File: config.mk
export PLATFORM = sky130hd
export DESIGN_NAME = bps_cell
export DESIGN_NICKNAME = d
export VERILOG_FILES = /design/src/rtl/bps_pkg.sv /design/src/rtl/bps_cell.sv
export SDC_FILE = /design/constraint.sdc
export NUM_CORES = 1
export LEC_CHECK = 0
export BUFFER_PORTS_ARGS = -buffer_cell sky130_fd_sc_hd__buf_2
export CORE_MARGIN = 5
export CORE_UTILIZATION = 30
export CTS_CLUSTER_DIAMETER = 200
export CTS_CLUSTER_SIZE = 40
export DETAILED_ROUTE_END_ITERATION = 8
export GPL_TIMING_DRIVEN = 0
export PLACE_DENSITY_LB_ADDON = 0.15
export SYNTH_ARGS = -nofsm -noshare
export SYNTH_HDL_FRONTEND = slang
export SYNTH_SLANG_ARGS = --single-unit
File: constraint.sdc
create_clock -name clk -period 1.3 [get_ports clk]
set_input_delay 0.26 -clock clk [delete_from_list [all_inputs] [get_ports clk]]
set_output_delay 0.26 -clock clk [all_outputs]
set_load 0.02 [all_outputs]
File: src/rtl/bps_pkg.sv
package bps_pkg;

	localparam int TIME_BITS_DEF = 32;
	localparam int AMP_BITS_DEF  = 16;

	localparam int CFG_IDX_W = 3;
	localparam int PHASE_W   = 3;

	// register map
	localparam logic [CFG_IDX_W-1:0] REG_START_TIME = 3'd0;
	localparam logic [CFG_IDX_W-1:0] REG_STOP_TIME  = 3'd1;
	localparam logic [CFG_IDX_W-1:0] REG_PERIOD     = 3'd2;
	localparam logic [CFG_IDX_W-1:0] REG_POS_WIDTH  = 3'd3;
	localparam logic [CFG_IDX_W-1:0] REG_NEG_WIDTH  = 3'd4;
	localparam logic [CFG_IDX_W-1:0] REG_POS_AMP    = 3'd5;
	localparam logic [CFG_IDX_W-1:0] REG_NEG_AMP    = 3'd6;

	// phase codes
	localparam logic [PHASE_W-1:0] PH_BEFORE = 3'd0;
	localparam logic [PHASE_W-1:0] PH_POS    = 3'd1;
	localparam logic [PHASE_W-1:0] PH_NEG    = 3'd2;
	localparam logic [PHASE_W-1:0] PH_GAP    = 3'd3;
	localparam logic [PHASE_W-1:0] PH_AFTER  = 3'd4;

	// control travelling alongside each word through the divider chain
	typedef struct packed {
		logic valid;
		logic after;
		logic early;
	} ctl_t;

endpackage

File: src/rtl/bps_cell.sv
// One restoring-division step: brings in one dividend bit, subtracts the period if it fits.
module bps_cell #(
	parameter int TIME_BITS = bps_pkg::TIME_BITS_DEF,
	parameter int BIT_IDX   = 0
) (
	input  logic                  clk,
	input  logic                  arst_n,
	input  logic                  en,
	input  logic [TIME_BITS-1:0]  period,
	input  bps_pkg::ctl_t         ctl_in,
	input  logic [TIME_BITS-1:0]  t_in,
	input  logic [TIME_BITS-1:0]  rem_in,
	output bps_pkg::ctl_t         ctl_out,
	output logic [TIME_BITS-1:0]  t_out,
	output logic [TIME_BITS-1:0]  rem_out
);

	logic [TIME_BITS:0]   shifted;
	logic [TIME_BITS:0]   reduced;
	bps_pkg::ctl_t        ctl_q;
	logic [TIME_BITS-1:0] t_q;
	logic [TIME_BITS-1:0] rem_q;

	always_comb begin
		shifted = {rem_in, t_in[BIT_IDX]};
		// a zero period subtracts nothing, leaving the time stamp itself
		if (shifted >= {1'b0, period}) begin
			reduced = shifted - {1'b0, period};
		end else begin
			reduced = shifted;
		end
	end

	always_ff @(posedge clk or negedge arst_n) begin
		if (!arst_n) begin
			ctl_q <= '0;
		end else if (en) begin
			ctl_q <= ctl_in;
		end
	end

	always_ff @(posedge clk) begin
		if (en) begin
			t_q   <= t_in;
			rem_q <= reduced[TIME_BITS-1:0];
		end
	end

	assign ctl_out = ctl_q;
	assign t_out   = t_q;
	assign rem_out = rem_q;

endmodule

* Word level (Yosys, flattened, before mapping)
Cells that the tools add are included.
W data, S select, Z words.
** Cells by class
- Add/subtract/negate cells :: 1
- $lt $le $gt $ge :: 1
- Muxes and demuxes :: 1
** Operators with widths (count)
- $ge A33 B32 Y1 :: 1
- $mux W32 :: 1
- $sub A32 B32 Y32 :: 1
** Storage, ports and cells
- Register bits after elaboration :: 67
- Input bits :: 102
- Output and inout port bits :: 67
- Word-level logic and storage cells :: 8

* Longest topological paths before layout
- Depth in word-level cells :: 2
- Mapped depth :: 13
- Depth with buffers taken out :: 13

* Worst setup path after synthesis
No wires, ideal clock.
- Path kind :: input -> register
- From :: input port t_in[0]
- To :: register rem_q[28], in the netlist rem_out[28], data pin
- Library setup time :: 256 ps
- Data arrival time :: 2503 ps
- Data required time :: 1044 ps
- Setup slack :: -1459 ps
- Stages on the path :: 13
- Buffers on the path :: 0
- Path through :: inv_1 -> ha_1 -> inv_1 -> fa_1 -> a21oi_2 -> o211ai_1 -> a221oi_1 -> a31o_2 -> o21ai_2 -> a211oi_2 -> o21bai_1 -> xnor2_1 -> o21ai_1
** On the way
- Cells in the longest elaborated chain, start to end :: 2
- Elaborated cells between the ends (all ways) :: 3
- Classes of those cells :: 1 x add/sub; 1 x order compare; 1 x mux
** RTL lines
- start, declared :: line bps_cell.sv:11 : input logic [TIME_BITS-1:0] t_in,
- $sub A32 B32 Y32 / $ge A33 B32 Y1 (equally long branches) :: line bps_cell.sv:28, bps_cell.sv:27
- $mux W32 * :: line bps_cell.sv:27 : if (shifted >= {1'b0, period}) begin
- via reduced[28] :: line bps_cell.sv:19 : logic [TIME_BITS:0] reduced;
- end signal, assigned :: line bps_cell.sv:45 : rem_q <= reduced[TIME_BITS-1:0];
- end, declared :: line bps_cell.sv:22 : logic [TIME_BITS-1:0] rem_q;
Mark *: on every way through the listed nets, which the timed path passes. The rest lies on a longest branch.
A chain may end at the register's enable or synchronous reset.

* Worst setup path in the final report
- From :: input port rem_in[5]
- To :: register rem_q[1], in the netlist rem_out[1], data pin
** On the way
- Cells in the longest elaborated chain, start to end :: 2
** RTL lines
- start, declared :: line bps_cell.sv:12 : input logic [TIME_BITS-1:0] rem_in,
- $ge A33 B32 Y1 :: line bps_cell.sv:27
- $mux W32 :: line bps_cell.sv:27
- via reduced[1] :: line bps_cell.sv:19
The timed path passes the listed nets, and every way through them passes these cells.

==> metrics.md <==
| Metric | Value |
|---|---|
| Status | complete, but fails checks |
| Violated checks | negative setup slack |
| Gate Count Post-Synth | 403 |
| Die area | 16600 µm² |
| Worst-skew pair later-pin latency | 0.33 ns |
| CP Data Arrival Time | 2.55 ns |
| Pleak | 2.93 nW |
| Post-Syn Area | 4230 µm² |
| Vias | 3728 |
| Design Power | 7.59 mW |
| HPWL after DPL | 9130 µm |
| Final setup vio count | 32 |
| Synth top area cells | edfxtp_1, ha_1, nand2_1, o21ai_0, inv_1 |
| Crit-path cells | buf_8 > ha_4 > a211oi_2 > o21bai_2 > and4b_2 > or2_4 > a41oi_4 > a31o_4 > a21oi_4 > buf_6 > mux2_4 |
| Die X | 129 µm |
| Clk sinks | 67 |
| Area growth from synthesis to layout | 54.0% |
| Critical path's top delay family | compound AO/OA/AOI/OAI gates |
| Area leader, netlist | edfxtp_1 |
| CP max FO | 3 |
| Area of the multi-input gates | 2380 µm² |
| Post-synth top flop | edfxtp_1 |
| Syn nets | 538 |
| Min Tclk post-route | 2.46 ns |
| Crit path buffers/inverters | 2 |
| Avg Synthesized Cell Area | 10.5 µm² |
| Starting Density | 30.6% |
| WL final | 12600 µm |
| # DRC | 0 |
| FF+latch area | 2000 µm² |
| CTS root buffer | clkbuf_16 |
| Skew final | 0 ns |
| Pin count of the biggest net entering global routing | 68 |
| Worst EP required | 1.39 ns |
| FFs w/ async S/R, synth | 4.48% |
| Initial DRC Count | 149 |
| Max_slew headroom | 41.6% |
| Port bufs | 168 |
| P per Cell Area | 1170 nW/µm² |
| CP peak stage delay | 0.35 ns |
| DP Area | 5510 µm² |
| DIE HEIGHT | 129 µm |
| RSZ-0062 raised after global routing | yes |
| Final WS setup | -1.16 ns |
| Share of cells above drive strength 1 | 49.6% |
| Yosys warns | 0 |
| Final core utilization | 47.1% |
| DR WL/cell | 15.8 µm |
| Placer Congestion | 0.740 |
| Gr usage total | 14.9% |
| Most common cell in the netlist | edfxtp_1 |
| Final worst-path cycle share | 189% |
| Post-synth EDFFs | 64 |
| Site row count | 43 |
| CTS tree | yes |
| FMAX | 0.406 GHz |
| FF+latch count, synth | 67 |
| Worst Setup End Kind | register |
| GRT overflow | 0 |
| Worst Hold Class | input pin to register |
| Final instance area | 6510 µm² |
| Cell variety after synth | 54 |
| Ant. Diodes | 0 |
| Critical path startpoint category | input pin |
| Initial antenna violation count | 0 |
| Fillers | 1320 |
| Nets | 749 |
| Total I/O pin count | 169 |
| Drt first pass iters | 4 |
| Crit path max-delay cell type | and4b_2 |
| Final count of hold timing violations | 0 |
| Share of the synthesized area in the top cell type | 45.5% |
| Final ANT Viol Nets | 0 |
| Max-cap check violation count | 0 |
| CTS buffer count | 9 |
| Clock-pin slew on the worst setup and hold paths | 0.06 ns |
| Vias in the first global route | 3869 |
| Via-to-Cell Ratio | 4.67 |
| Slew Limit Fails | 0 |
| Worst VDD drop | 0.586 mV |
| Reg-to-reg slack, setup | 0.54 ns |
| Htree depth | 3 |
| CP Class | input pin to register |
| Core Box Area | 13800 µm² |
| First-pass GRT wire length | 19200 µm |
| Slew @ Worst Pin | 0.877 ns |
| CTS max path bufs | 2 |
| Leading cell types by count after synthesis | edfxtp_1, nand2_1, inv_1, ha_1, o21ai_0 |
| Seq/Total Area, Yosys | 47.2% |
metrics by stage:
| stage | setup WS, ns | hold WS, ns | TNS, ns | instances |
|---|---|---|---|---|
| 4_1_cts | -1.19 | 0.0829 | -35.32 | 794 |
| 2_1_floorplan | -1.24 | -0.0356 | -33.90 | 403 |
| 3_3_place_gp | -1.96 | 0.0655 | -90.34 | 751 |
| 3_5_place_dp | -1.95 | 0.0710 | -58.28 | 751 |
| 5_1_grt | -1.27 | 0.0842 | -39.32 | 799 |
| 6_report | -1.16 | 0.0972 | -35.49 | 799 |
metal layers:
layer  wire [µm]  share of wire, %  global-route usage, %
met3         827               6.5                   3.28
met2        6030                48                   24.5
met4         199               1.6                   5.68
met5           0                 0                      0
met1        5580                44                   19.1
sequential cells by signal, summed over array words and instances (netlist names):
signal / cells
ctl_out: 3
t_out: 32
rem_out: 32
layout make-up:
type	instances	area share [%]
sequential	67	30.7
tap	180	3.46
clock buffer	11	3.73
timing repair buffer	202	20.0
inverter	41	2.75
buffer	13	2.36
clock inverter	5	0.461
multi-input combinational	280	36.5
worst paths after layout:
check,from,to,cells past startpoint
setup / recovery,rem_in[5],rem_out[1],11
hold reg to reg,ctl_out[2],ctl_out[2],1
min in group asynchronous,arst_n,ctl_out[0],2
setup reg to reg,ctl_out[0],ctl_out[0],1
hold / removal,t_in[8],t_out[8],1
max in group asynchronous,arst_n,ctl_out[2],2
where the power goes:
group / internal [mW] / switching [mW]
logic: 1.16 / 1.41
registers: 2.69 / 0.0535
clock network: 1.33 / 0.956
total: 5.18 / 2.41
logic make-up after synthesis:
group | after synthesis | synth area share, %
buffers and inverters | 56 | 6.13
AOI/OAI and AO/OA | 123 | 19.3
muxes | 4 | 1.07
xor gates and xnor gates | 30 | 6.22
DFF | 67 | 47.2
and+or+nand+nor | 90 | 10.1
adders and majority gates | 33 | 9.95
repair_timing:
item / 4_1_cts / 5_1_grt
pin swaps: 27 / 27
endpoints found under the setup margin: 32 / 32
cloned: 5 / 2
resized for setup: 54 / 43
hold endpoints to repair: 3 / 0
hold buffers: 1 / 0
buffers inserted: 23 / 6
placed cells by master (no fill, tap or decap), types with 3 or more instances in the layout:
cell type	n
nand2_1	39
mux2_2	3
xnor2_1	14
nor2_1	9
a21oi_1	21
a21oi_2	5
buf_6	17
nand3_1	5
clkbuf_16	11
nand2_2	7
buf_8	6
dfrtp_1	3
buf_4	20
clkbuf_1	3
o21bai_1	4
xor2_1	15
buf_2	158
nand2_4	3
nand4_1	8
clkbuf_8	3
clkinv_2	3
ha_1	22
nor2b_1	3
o21ai_1	15
edfxtp_1	64
a21o_1	20
o21ai_0	7
inv_1	35
ha_4	9
o21ai_2	21
buf_12	4
Note: power is estimated with default switching activity, not from simulation.
