**src/rtl/bps_pkg.sv**
```systemverilog
package bps_pkg;

	localparam int TIME_BITS_DEF = 32;
	localparam int AMP_BITS_DEF  = 16;

	localparam int CFG_IDX_W = 3;
	localparam int PHASE_W   = 3;

	// register map
	localparam logic [CFG_IDX_W-1:0] REG_START_TIME = 3'd0;
	localparam logic [CFG_IDX_W-1:0] REG_STOP_TIME  = 3'd1;
	localparam logic [CFG_IDX_W-1:0] REG_PERIOD     = 3'd2;
	localparam logic [CFG_IDX_W-1:0] REG_POS_WIDTH  = 3'd3;
	localparam logic [CFG_IDX_W-1:0] REG_NEG_WIDTH  = 3'd4;
	localparam logic [CFG_IDX_W-1:0] REG_POS_AMP    = 3'd5;
	localparam logic [CFG_IDX_W-1:0] REG_NEG_AMP    = 3'd6;

	// phase codes
	localparam logic [PHASE_W-1:0] PH_BEFORE = 3'd0;
	localparam logic [PHASE_W-1:0] PH_POS    = 3'd1;
	localparam logic [PHASE_W-1:0] PH_NEG    = 3'd2;
	localparam logic [PHASE_W-1:0] PH_GAP    = 3'd3;
	localparam logic [PHASE_W-1:0] PH_AFTER  = 3'd4;

	// control travelling alongside each word through the divider chain
	typedef struct packed {
		logic valid;
		logic after;
		logic early;
	} ctl_t;

endpackage

```
**src/rtl/bps_out.sv**
```systemverilog
// Phase decision and a two-word output queue.
module bps_out #(
	parameter int TIME_BITS = bps_pkg::TIME_BITS_DEF,
	parameter int AMP_BITS  = bps_pkg::AMP_BITS_DEF
) (
	input  logic                        clk,
	input  logic                        arst_n,
	input  bps_pkg::ctl_t               ctl_in,
	input  logic [TIME_BITS-1:0]        pos_in,
	input  logic [TIME_BITS-1:0]        positive_width,
	input  logic [TIME_BITS-1:0]        negative_width,
	input  logic signed [AMP_BITS-1:0]  positive_amplitude,
	input  logic [AMP_BITS-2:0]         negative_amplitude,
	input  logic                        m_ready,
	output logic                        m_valid,
	output logic signed [AMP_BITS-1:0]  current,
	output logic [bps_pkg::PHASE_W-1:0] code,
	output logic                        en
);

	localparam int ENT_W = AMP_BITS + bps_pkg::PHASE_W;

	logic                        valid_s1;
	logic                        in_win_s1;
	logic [bps_pkg::PHASE_W-1:0] win_code_s1;
	logic                        lt_pw_s1;
	logic [TIME_BITS-1:0]        diff_s1;

	logic [ENT_W-1:0]            fifo_q [2];
	logic                        wr_ptr_q;
	logic                        rd_ptr_q;
	logic [1:0]                  count_q;

	logic [bps_pkg::PHASE_W-1:0] new_code;
	logic signed [AMP_BITS-1:0]  new_cur;
	logic                        push;
	logic                        pop;

	assign en   = (count_q != 2'd2);
	assign push = valid_s1 && en;
	assign pop  = m_valid && m_ready;

	always_ff @(posedge clk or negedge arst_n) begin
		if (!arst_n) begin
			valid_s1 <= 1'b0;
		end else if (en) begin
			valid_s1 <= ctl_in.valid;
		end
	end

	always_ff @(posedge clk) begin
		if (en) begin
			in_win_s1   <= !(ctl_in.after || ctl_in.early);
			win_code_s1 <= ctl_in.after ? bps_pkg::PH_AFTER : bps_pkg::PH_BEFORE;
			lt_pw_s1    <= (pos_in < positive_width);
			diff_s1     <= pos_in - positive_width;
		end
	end

	always_comb begin
		new_code = win_code_s1;
		new_cur  = '0;
		if (in_win_s1) begin
			if (lt_pw_s1) begin
				new_code = bps_pkg::PH_POS;
				new_cur  = positive_amplitude;
			end else if (diff_s1 < negative_width) begin
				new_code = bps_pkg::PH_NEG;
				new_cur  = -$signed({1'b0, negative_amplitude});
			end else begin
				new_code = bps_pkg::PH_GAP;
			end
		end
	end

	always_ff @(posedge clk) begin
		if (push) begin
			fifo_q[wr_ptr_q] <= {new_code, new_cur};
		end
	end

	always_ff @(posedge clk or negedge arst_n) begin
		if (!arst_n) begin
			wr_ptr_q <= 1'b0;
			rd_ptr_q <= 1'b0;
			count_q  <= 2'd0;
		end else begin
			if (push) begin
				wr_ptr_q <= !wr_ptr_q;
			end
			if (pop) begin
				rd_ptr_q <= !rd_ptr_q;
			end
			case ({push, pop})
				2'b10:   count_q <= count_q + 2'd1;
				2'b01:   count_q <= count_q - 2'd1;
				default: count_q <= count_q;
			endcase
		end
	end

	assign m_valid = (count_q != 2'd0);
	assign current = fifo_q[rd_ptr_q][AMP_BITS-1:0];
	assign code    = fifo_q[rd_ptr_q][ENT_W-1:AMP_BITS];

endmodule

```
**config.mk**
```make
export PLATFORM = sky130hd
export DESIGN_NAME = bps_out
export DESIGN_NICKNAME = d
export VERILOG_FILES = /design/src/rtl/bps_pkg.sv /design/src/rtl/bps_out.sv
export SDC_FILE = /design/constraint.sdc
export NUM_CORES = 1
export LEC_CHECK = 0
export BUFFER_PORTS_ARGS = -buffer_cell sky130_fd_sc_hd__buf_2
export CAP_MARGIN = 20
export CORE_UTILIZATION = 47
export DETAILED_ROUTE_END_ITERATION = 16
export PLACE_DENSITY = 0.68
export REMOVE_ABC_BUFFERS = 1
export SLEW_MARGIN = 15
export SYNTH_ARGS = -nofsm -noshare
export SYNTH_HDL_FRONTEND = slang
export SYNTH_SLANG_ARGS = --single-unit
```
**constraint.sdc**
```tcl
create_clock -name clk -period 4 [get_ports clk]
set_input_delay 0.2 -clock clk [delete_from_list [all_inputs] [get_ports clk]]
set_output_delay 0.2 -clock clk [all_outputs]
set_load 0.005 [all_outputs]
```
# Yosys cells after proc, flatten, opt, wreduce, memory -nomap -nowiden
# Memories as Yosys holds them, arrays and structs flattened.
# Index checks and enable logic that the tools add are counted.
[word_totals]
ff_bits = 42
ram_bits = 38
input_bits = 133
out_inout_bits = 21
elab_cells = 36
memories = 1
[memory_table]
columns = ["memory", "words", "width", "rd", "rd_clocked_by_memory_dff", "wr", "line_no", "rtl"]
rows = [
  ["fifo_q", 2, 19, 1, 0, 1, "bps_out.sv:29", "logic [ENT_W-1:0] fifo_q [2];"],
]
[classes]
add_sub_neg = 4
magnitude_cmp = 2
eq_ne = 3
mux = 10
reduce_logical = 8
[ops]
columns = ["op", "count"]
rows = [
  ["$lt 32x32->1", 2],
  ["$mux 16", 3],
  ["$sub 32x32->32", 1],
  ["$neg 15->16", 1],
  ["$mux 3", 2],
  ["$pmux 2 s2", 1],
  ["$reduce_bool 2->1", 2],
  ["$logic_not 1->1", 3],
  ["$mux 1", 3],
  ["$add 2x1->2 const B", 1],
  ["$eq 2x1->1 const B", 1],
  ["$eq 2x2->1 const B", 1],
  ["$logic_and 1x1->1", 2],
  ["$mux 2", 1],
  ["$ne 2x2->1 const B", 1],
  ["$sub 2x1->2 const B", 1],
  ["$logic_or 1x1->1", 1],
]

# Depth between registers and ports, before layout
[logic_depth]
word_depth = 4
mapped_depth = 10
mapped_depth_nobuf = 10

# Worst setup path after synthesis
# No wires, ideal clock.
[synth_path]
kind = "reg2reg"
startpoint = "reg count_q[0]"
endpoint = "mem fifo_q[0][0] (netlist bit) (enable)"
setup_ns = 0.395
arrival_time_ns = 2.545
required_time_ns = 3.605
slack_ns = 1.061
path_stages_with_launch = 4
n_path_buf = 0
synth_period_minus_slack_ns = 2.939
cell_sequence = "dfrtp_1 > nand2b_1 > nand2_1 > nor2_1"
[synth_via]
elab_chain_cells = 4
[synth_rtl]
columns = ["item", "line_no", "rtl"]
rows = [
  ["start, declared", "bps_out.sv:32", "logic [1:0] count_q;"],
  ["start signal, assigned", "bps_out.sv:95", "2'b10: count_q <= count_q + 2'd1;"],
  ["start signal, assigned", "bps_out.sv:96", "2'b01: count_q <= count_q - 2'd1;"],
  ["start signal, assigned", "bps_out.sv:97", "default: count_q <= count_q;"],
  ["$ne 2x2->1", "bps_out.sv:39", "assign en = (count_q != 2'd2);"],
  ["net en", "bps_out.sv:18", "output logic en"],
  ["$logic_and 1x1->1", "bps_out.sv:40", "assign push = valid_s1 && en;"],
  ["$mux 1", "bps_out.sv:77", "if (push) begin"],
  ["$mux 1 (not written as such)", "bps_out.sv:78", "fifo_q[wr_ptr_q] <= {new_code, new_cur};"],
  ["end, declared", "bps_out.sv:29", ""],
]
# The timed path passes the listed nets, and every way through them passes these cells.

# Worst setup path in the final report
[layout_path]
startpoint = "reg diff_s1[25]"
endpoint = "mem fifo_q[1][16] (netlist bit), data pin"
[layout_via]
elab_chain_cells = 4
[layout_rtl]
columns = ["item", "line_no", "rtl"]
rows = [
  ["start, declared", "bps_out.sv:27", "logic [TIME_BITS-1:0] diff_s1;"],
  ["start signal, assigned", "bps_out.sv:56", "diff_s1 <= pos_in - positive_width;"],
  ["$lt 32x32->1", "bps_out.sv:67", "end else if (diff_s1 < negative_width) begin"],
  ["$mux 1", "bps_out.sv:67", ""],
  ["$mux 2", "bps_out.sv:64", "if (lt_pw_s1) begin"],
  ["$mux 3", "bps_out.sv:63", "if (in_win_s1) begin"],
  ["net new_code (one bit)", "bps_out.sv:34", "logic [bps_pkg::PHASE_W-1:0] new_code;"],
]
# The timed path passes the listed nets, and every way through them passes these cells.

==> impl_metrics.ini <==
[synthesis]
synth.largest_area_cell = edfxtp_1
synth_fa_ha_area_share_pct = 14.14
yosysMostFrequentCell = inv_1
synth.area.mux_share_pct = 3.822
syn_avg_cell_area_um2 = 9.806
synth_edf_count = 73
synth_top_family_by_area = compound AO/OA/AOI/OAI gates
synthCells = 601
yosysWarnings = 0
synth_simple_gate_area_share_pct = 13.80
synth_top_area_share_pct = 37.20
netlist_top_cells_count = 80 x inv_1, 73 x edfxtp_1, 65 x ha_1
ys_seq_area_share_pct = 39.32
synth-compound-area-share_pct = 15.97
synth_xor_area_share_pct = 6.837
ys_top_cells_by_area = edfxtp_1 37%, ha_1 14%, inv_1 5.1%
ys_seq_elements = 78
synth_top_flop_cell = edfxtp_1
syn-cell-area_mm2 = 0.005893
synthArstFlopShare_pct = 6.410
synthDistinctLibCells = 62

[die]
ios = 154
die_area_mm2 = 0.01299
start_util_pct = 48.66
die_w_um = 114.0
row_count = 40
core_area_mm2 = 0.01211
die_h_um = 114.0

[setup_path]
cp.arrival_ns = 2.66
critPathRequiredTime_ns = 4.08
reg2reg_slack_ns = 1.42
path_common_cell = a21o_1
cp_max_fo = 17
critPathSlowestCell = a211o_1
crit_path_end_kind = flip-flop
path_class = flip-flop to flip-flop
crit_chain = ha_1 > a21o_1 > a21o_1 > a21oi_1 > o21ai_0 > a211o_1 > nand2b_1 > and2_1
cp_slowest_stage_delay_ns = 0.52
critPathLaunchType = flip-flop

[pwr]
cellInternalPower_mw = 2.482
clkPwrFrac_pct = 23.1
seqPwrFrac_pct = 40.7
ir_drop_uv = 325.5
switchingPower_mw = 1.186
swShare_pct = 32.35
power_density_mw_per_mm2 = 512.6
share_comb_of_total_power_pct = 36.2
leakage_nw = 3.331
finalPower_mw = 3.668

[cells_and_area]
drive_gt1_share_pct = 28.76
area_delta_synth_final_pct = 21.42
final_area_mm2 = 0.007156
utilization_pct = 59.08
num-fill-cells = 1078
nNetsFinal = 952

[clock_tree]
clock_path_buffers = 2
cts-root-buf = clkbuf_16
cts_made_buffers = 9
clkTransAtPathRegs_ns = 0.06
cts_tree = done
clk_latency_ns = 0.33
postCtsSetupBuffers = 0
cts-htree-levels = 3
cts.sinks = 78

[placement]
io_buffers = 153
placed_area_mm2 = 0.006827
dp_hpwl_mm = 10.48
gp_congestion = 0.8929

[sta]
clock_skew_ns = 0.008128
final-hold-violation-count = 0
period_needed_ns = 2.580
maxSlewViolCount = 0
tightest_slew_ns = 0.9450
rsz0062_at_grt = false
fmax_mhz = 387.7
setup_viol = 0
timing.final.crit_share_pct = 64.49
totalNegativeSetupSlack_ns = 0
timing.hold.ws_ns = 0.06022
max-slew-margin-rel_pct = 37.00

[route]
wl_per_cell_um = 14.01
ant_nets = 0
drc_errors = 0
vias_per_cell = 5.242
first_iter_violations = 249
drt-total-wl_mm = 12.99
first_pass_iters = 4
route.vias.total = 4859

[global_routing]
grt_pass1_wl_mm = 21.22
gr-usage-met3_pct = 3.454
grt_util_met1_pct = 24.96
antenna_found_initial = 1
grt_max_degree = 40
grt_use_met2_pct = 37.01
grt_busiest_layer = met2
grt_overflow = 0
grt_pass1_vias = 4843
grt_usage_pct = 20.72

[worst_hold_path]
min_path_type = input pin to flip-flop

[job]
cap_violations = 0

[run_status]
status = completed
-- worst paths after layout --
check                                      startpoint                        to  cells past startpoint
worst max-delay path            diff_s1[25]$_DFFE_PN_   fifo_q[1][16]$_DFFE_PP_                      8
worst min-delay path                        ctl_in[1]  win_code_s1[2]$_DFFE_PN_                      1
worst max register to register  diff_s1[25]$_DFFE_PN_   fifo_q[1][16]$_DFFE_PP_                      8
worst min register to register   wr_ptr_q$_DFFE_PN0P_      wr_ptr_q$_DFFE_PN0P_                      1
max in group asynchronous                      arst_n      wr_ptr_q$_DFFE_PN0P_                      2
min in group asynchronous                      arst_n    count_q[1]$_DFFE_PN0P_                      2
-- timing repair --
| item | in CTS | in global routing |
|---|---|---|
| hold endpoints to repair | 5 | 0 |
| gates resized for setup | 0 | 0 |
| hold buffers | 1 | 0 |
-- stage by stage --
stage | worst slack (ns) | std cells
floorplan | 1.061 | 586
global placement | 1.425 | 909
detailed placement | 1.358 | 909
CTS | 1.446 | 926
global route | 1.152 | 927
finish | 1.420 | 927
-- placed cells by master, fill, tap and decap left out, drive strengths merged, types with 6 or more instances in the layout --
master  Yosys  routed
a21o       17      17
a21oi      41      41
buf         4     155
clkbuf     11      10
edfxtp     73      73
ha         65      65
inv        80      80
mux2       20      20
nand2      52      52
nand3      25      25
nand4      10      10
nor2       30      30
nor3        6       6
nor4        8       8
o211ai      9       9
o21ai      36      36
xnor2      29      29
xor2       17      17
-- area by class of cell --
cell class,count,area [um^2],share of cell area [%]
antenna,1,2.502,0.03497
clock buffer,10,229.0,3.200
clock inverter,6,87.58,1.224
inverter,80,300.3,4.197
multi-input combinational,428,3218,44.97
sequential,78,2317,32.38
tap,168,210.2,2.938
timing repair buffer,156,790.8,11.05
-- power by group through the flow --
stage                     clock network, mW  registers (mW)  logic [mW]
after floorplan                           0            1.45       0.892
after global placement                    0            1.49        1.28
after detailed placement                  0            1.51        1.33
after CTS                             0.871            1.50        1.34
after global routing                  0.893            1.53        1.49
final                                 0.848            1.49        1.33
-- flip-flops by register name (all words and copies together), names as in the netlist --
signal / flops
rd_ptr_q: 1
count_q: 2
in_win_s1: 1
valid_s1: 1
win_code_s1: 1
diff_s1: 32
fifo_q: 38
wr_ptr_q: 1
lt_pw_s1: 1
-- logic make-up after synthesis --
kind of cell	Yosys count
buffers and inverters	95
muxes	20
xor gates and xnor gates	46
and+or+nand+nor	161
DFF	78
AOI/OAI and AO/OA	135
adders and majority gates	66
-- worst max-delay path, delay by kind of cell, from the launching register on --
kind | cells | cell delay (ns)
AO/OA/AOI/OAI | 5 | 1.24
AND/OR/NAND/NOR | 2 | 0.42
flip-flops | 1 | 0.37
adder cells (fa/ha/maj) | 1 | 0.30
-- routing by layer --
layer | wire (um) | vias up | part of all wire [%]
li1 | - | 2456 | -
met1 | 5752 | 2223 | 44
met2 | 6267 | 155 | 48
met3 | 627 | 25 | 4.8
met4 | 340 | 0 | 2.6
met5 | 0 | - | 0
(Power assumes the default switching activity.)
